$ cat src/rtl/core/sapq_pkg.sv
// ----------------------------------------------------------------------------
// sapq_pkg: shared types and constants of the sorted array priority queue
// Holds the store size, field widths, operation and status codes, and the
// word that one storage cell carries.
// ----------------------------------------------------------------------------
package sapq_pkg;

   localparam int CAPACITY = 64;
   localparam int TAG_BITS = 16;
   localparam int PRIO_BITS = 32;
   localparam int CNT_BITS = $clog2(CAPACITY + 1);

   typedef enum logic [1:0] {
      OP_ENQ  = 2'd0,
      OP_DEQ  = 2'd1,
      OP_PEEK = 2'd2,
      OP_CLR  = 2'd3
   } op_type;

   typedef enum logic [1:0] {
      ST_OK    = 2'd0,
      ST_EMPTY = 2'd1,
      ST_FULL  = 2'd2
   } status_type;

   // One stored entry.
   typedef struct packed {
      logic signed [PRIO_BITS-1:0] prio;
      logic [TAG_BITS-1:0]         tag;
   } entry_type;

   // Command broadcast to every cell in a cycle.
   typedef struct packed {
      logic ins;  // insert a new entry in order
      logic pop;  // drop the front entry, shift toward the front
   } cell_cmd_type;

endpackage

$ cat src/rtl/core/sapq_cell.sv
// ----------------------------------------------------------------------------
// sapq_cell: one storage cell of the sorted chain
// Holds one entry; on insert it keeps its entry, takes the new one or takes
// its front-side neighbor's, and on pop it takes its back-side neighbor's.
// ----------------------------------------------------------------------------
module sapq_cell
   import sapq_pkg::*;
(
   input  logic         clock,
   input  cell_cmd_type cmd,
   input  logic         occupied,
   input  logic         prev_keep,
   input  entry_type    new_entry,
   input  entry_type    front_entry,
   input  entry_type    back_entry,
   output entry_type    entry,
   output logic         keep
);

   entry_type entry_ff;
   entry_type entry_in;

   // Entries strictly more urgent than the new one stay where they are, so
   // a new entry lands in front of any equal priorities.
   assign keep = occupied && (entry_ff.prio < new_entry.prio);

   always_comb begin
      entry_in = entry_ff;
      if (cmd.ins) begin
         if (keep) begin
            entry_in = entry_ff;
         end else if (prev_keep) begin
            entry_in = new_entry;
         end else begin
            entry_in = front_entry;
         end
      end else if (cmd.pop) begin
         entry_in = back_entry;
      end
   end

   always_ff @(posedge clock) begin
      entry_ff <= entry_in;
   end

   assign entry = entry_ff;

endmodule

$ cat config.mk
export PLATFORM = sky130hd
export DESIGN_NAME = sapq_cell
export DESIGN_NICKNAME = d
export VERILOG_FILES = /design/src/rtl/core/sapq_pkg.sv /design/src/rtl/core/sapq_cell.sv
export SDC_FILE = /design/constraint.sdc
export NUM_CORES = 1
export LEC_CHECK = 0
export BUFFER_PORTS_ARGS = -buffer_cell sky130_fd_sc_hd__buf_2
export CORE_AREA = 2 2 93 95
export DETAILED_ROUTE_END_ITERATION = 10
export DIE_AREA = 0 0 95 97
export GPL_ROUTABILITY_DRIVEN = 0
export GPL_TIMING_DRIVEN = 1
export PLACE_DENSITY = 0.81
export SLEW_MARGIN = 20
export SYNTH_ARGS = -nofsm -noshare
export SYNTH_HDL_FRONTEND = slang
export SYNTH_SLANG_ARGS = --single-unit
$ cat constraint.sdc
create_clock -name clock -period 12.1 [get_ports clock]
set_input_delay 3.025 -clock clock [delete_from_list [all_inputs] [get_ports clock]]
set_output_delay 3.025 -clock clock [all_outputs]
set_load 0.01 [all_outputs]
==> flow_summary.yaml <==
timing:
  finClkSkew_ns: 0.008632
  tns_ns: 0
  hold_viol_final: 0
  max_freq_mhz: 128.1
  rsz0062_at_grt: "false"
  finalSetupViolCount: 0
  tightest_slew_ns: 0.9101
  maxSlewHeadroom: 0.3933
  finalMaxSlewViolations: 0
  fin_crit_ns: 7.808
  fin_crit_sh: 0.6453
detailed_routing:
  dr_total_vias: 3071
  via_per_inst: 4.929
  drt_iter0_drc: 92
  routed.top_layer: "met4"
  wl_met1_um: 3268
  wl_met2_um: 4274
  firstDrtPassIters: 4
  ant_nets: 0
  wl_per_cell_um: 13.25
  routed_wl_um: 8255
  route.detailed.drc: 0
  wl_met3_um: 608
final_layout:
  antenna_cells: 0
  multiInputGateArea_mm2: 0.001614
  largest_reg_flops: 48
  register_area_mm2: 0.001441
  final_util: 0.5408
  nets: 697
  fillers: 750
  area_growth_pct: 35.91
  fin_cells: 623
  drive_above_1_share: 0.4035
setup_path:
  end_kind: "primary output"
  cp.buffers_inverters: 3
  required_ns: 9.07
  critPathTopFamily: "compound AO/OA/AOI/OAI gates"
  critPathArrivalTime_ns: 4.78
  path_cells: "buf_2, inv_1, ha_1, nand4_1, o311a_1, o41ai_2, a21oi_1, mux2i_1, buf_2"
  crit_top_cell: "buf_2"
  slowest_stage: "o311a_1"
  start_kind: "primary input"
  slowest_delay_ns: 0.39
  path_max_fanout: 3
  crit_type: "primary input to primary output"
placement:
  place_hpwl_um: 6512
  portBuffers: 197
  placed_cells: 615
logic_synthesis:
  postSynthAreaPerCell_um2: 9.899
  synth_nets: 507
  synthDistinctLibCells: 25
  syn_inst: 327
  synthArstFlopShare: 0
  synthFlopType: "edfxtp_1"
  yosys_warnings: 0
  syn_area_mm2: 0.003237
  synth_top_area_share: 0.4453
  synth_edf_count: 48
  ys_seq_area_frac: 0.4453
  yosysTopAreaCell: "edfxtp_1"
  yosys_register_bits: 48
  ys_top_cells_by_area: "edfxtp_1, mux2i_1, ha_1"
clocking:
  cts-resized-gates: 0
  cts_buffers: 5
  insertion_delay_ns: 0.30
  htreeDepth: 2
  cts.sinks: 48
  cts_setup_buffers: 0
  hold_buffers: 0
  cts_root_buf: "clkbuf_8"
  cts_max_path_buffers: 2
  cts_tree: "yes"
  cts.clk_slew.worst_paths_ns: 0.09
run:
  maxCapViolCount: 0
status:
  outcome: "finished clean"
floorplan:
  ios: 198
  row_count: 33
  dieArea_mm2: 0.009215
  coreArea_mm2: 0.008134
  floorplan.initialDensity: 0.3979
  die_w_um: 95
  die_h_um: 97
power_and_ir_drop:
  ir_worst_vdd_uv: 50.74
  power_density_mw_per_mm2: 102.3
  power_leakage_nw: 2.246
grt:
  grt_max_degree: 97
  antenna_found_initial: 0
  grt_pass1_vias: 3003
  grt_remaining_overflow: 0
  grt_use_total: 0.1767
  grt_pass1_wl_um: 12990
worst_hold_path:
  hold_class: "flip-flop to flip-flop"
-- layout by cell type, fill, tap and decap left out, types with 2 or more instances in the layout --
master	count
buf_2	197
edfxtp_1	48
nand2_1	9
nor2_1	53
clkbuf_8	5
a21oi_1	61
nand4_1	6
mux2i_1	49
inv_1	31
a211oi_1	2
o21ai_0	4
buf_4	3
clkinvlp_4	2
ha_1	31
nand3_1	3
-- stage by stage --
step / hold WS (ns) / setup slack (ns) / power (mW) / cell area [µm²]
CTS: 1.544 / 4.262 / 0.4580 / 4399
finish: 1.520 / 4.292 / 0.4500 / 4399
global route: 1.614 / 4.154 / 0.4806 / 4399
detailed placement: 1.505 / 4.269 / 0.3605 / 4312
floorplan: 1.757 / 4.047 / 0.2991 / 3237
global placement: 1.464 / 4.297 / 0.3550 / 4312
-- cell families (layout without fill, tap and decap cells) --
family                     after synthesis  in the layout  synth area share
adders and majority gates               31             31            0.1198
and+or+nand+nor                         77             77            0.1005
DFF                                     48             48            0.4453
muxes                                   49             49            0.1515
AOI/OAI and AO/OA                       74             74            0.1252
buffers and inverters                   48            239           0.05759
-- cell type report --
class,count,area share
multi-input combinational,231,0.3669
sequential,48,0.3276
timing repair buffer,200,0.2292
tap,105,0.02986
inverter,31,0.02645
clock buffer,5,0.01564
clock inverter,3,0.004266
-- cell usage after synthesis, types with 2 or more instances --
cell,number
a211oi_1,2
a21oi_1,61
buf_2,5
clkbuf_1,12
edfxtp_1,48
ha_1,31
inv_1,31
mux2i_1,49
nand2_1,9
nand3_1,3
nand4_1,6
nor2_1,53
nor3_1,2
o21ai_0,4
-- tightest hold or removal path: stages, from the launching register on --
cell	delay, ns
edfxtp_1	0.37
ha_1	0.15
a221oi_1	0.05
o211ai_1	0.12
and4b_1	0.22
nor3_2	0.04
buf_4	0.31
-- layer usage --
layer | up-vias | GRT usage
li1 | 1563 | -
met1 | 1389 | 0.1943
met2 | 109 | 0.3252
met3 | 10 | 0.04751
met4 | 0 | 0.05240
met5 | - | 0
-- path summary, 6_finish.rpt --
kind                             from                   to  slack, ns  cells past startpoint
setup / recovery        new_entry[23]                 keep       4.29                      9
hold / removal    entry[47]$_DFFE_PP_  entry[34]$_DFFE_PP_       1.52                      6
setup reg to reg  entry[23]$_DFFE_PP_  entry[16]$_DFFE_PP_       9.25                      7
hold reg to reg   entry[47]$_DFFE_PP_  entry[34]$_DFFE_PP_       1.52                      6
-- report_power, final --
group	switching (mW)	leakage (nW)	total, mW	internal [mW]
clock network	0.0552	0.0378	0.0952	0.0400
logic	0.0741	1.74	0.137	0.0627
registers	0.00844	0.472	0.218	0.210
Power figures use the tool's default switching activity.
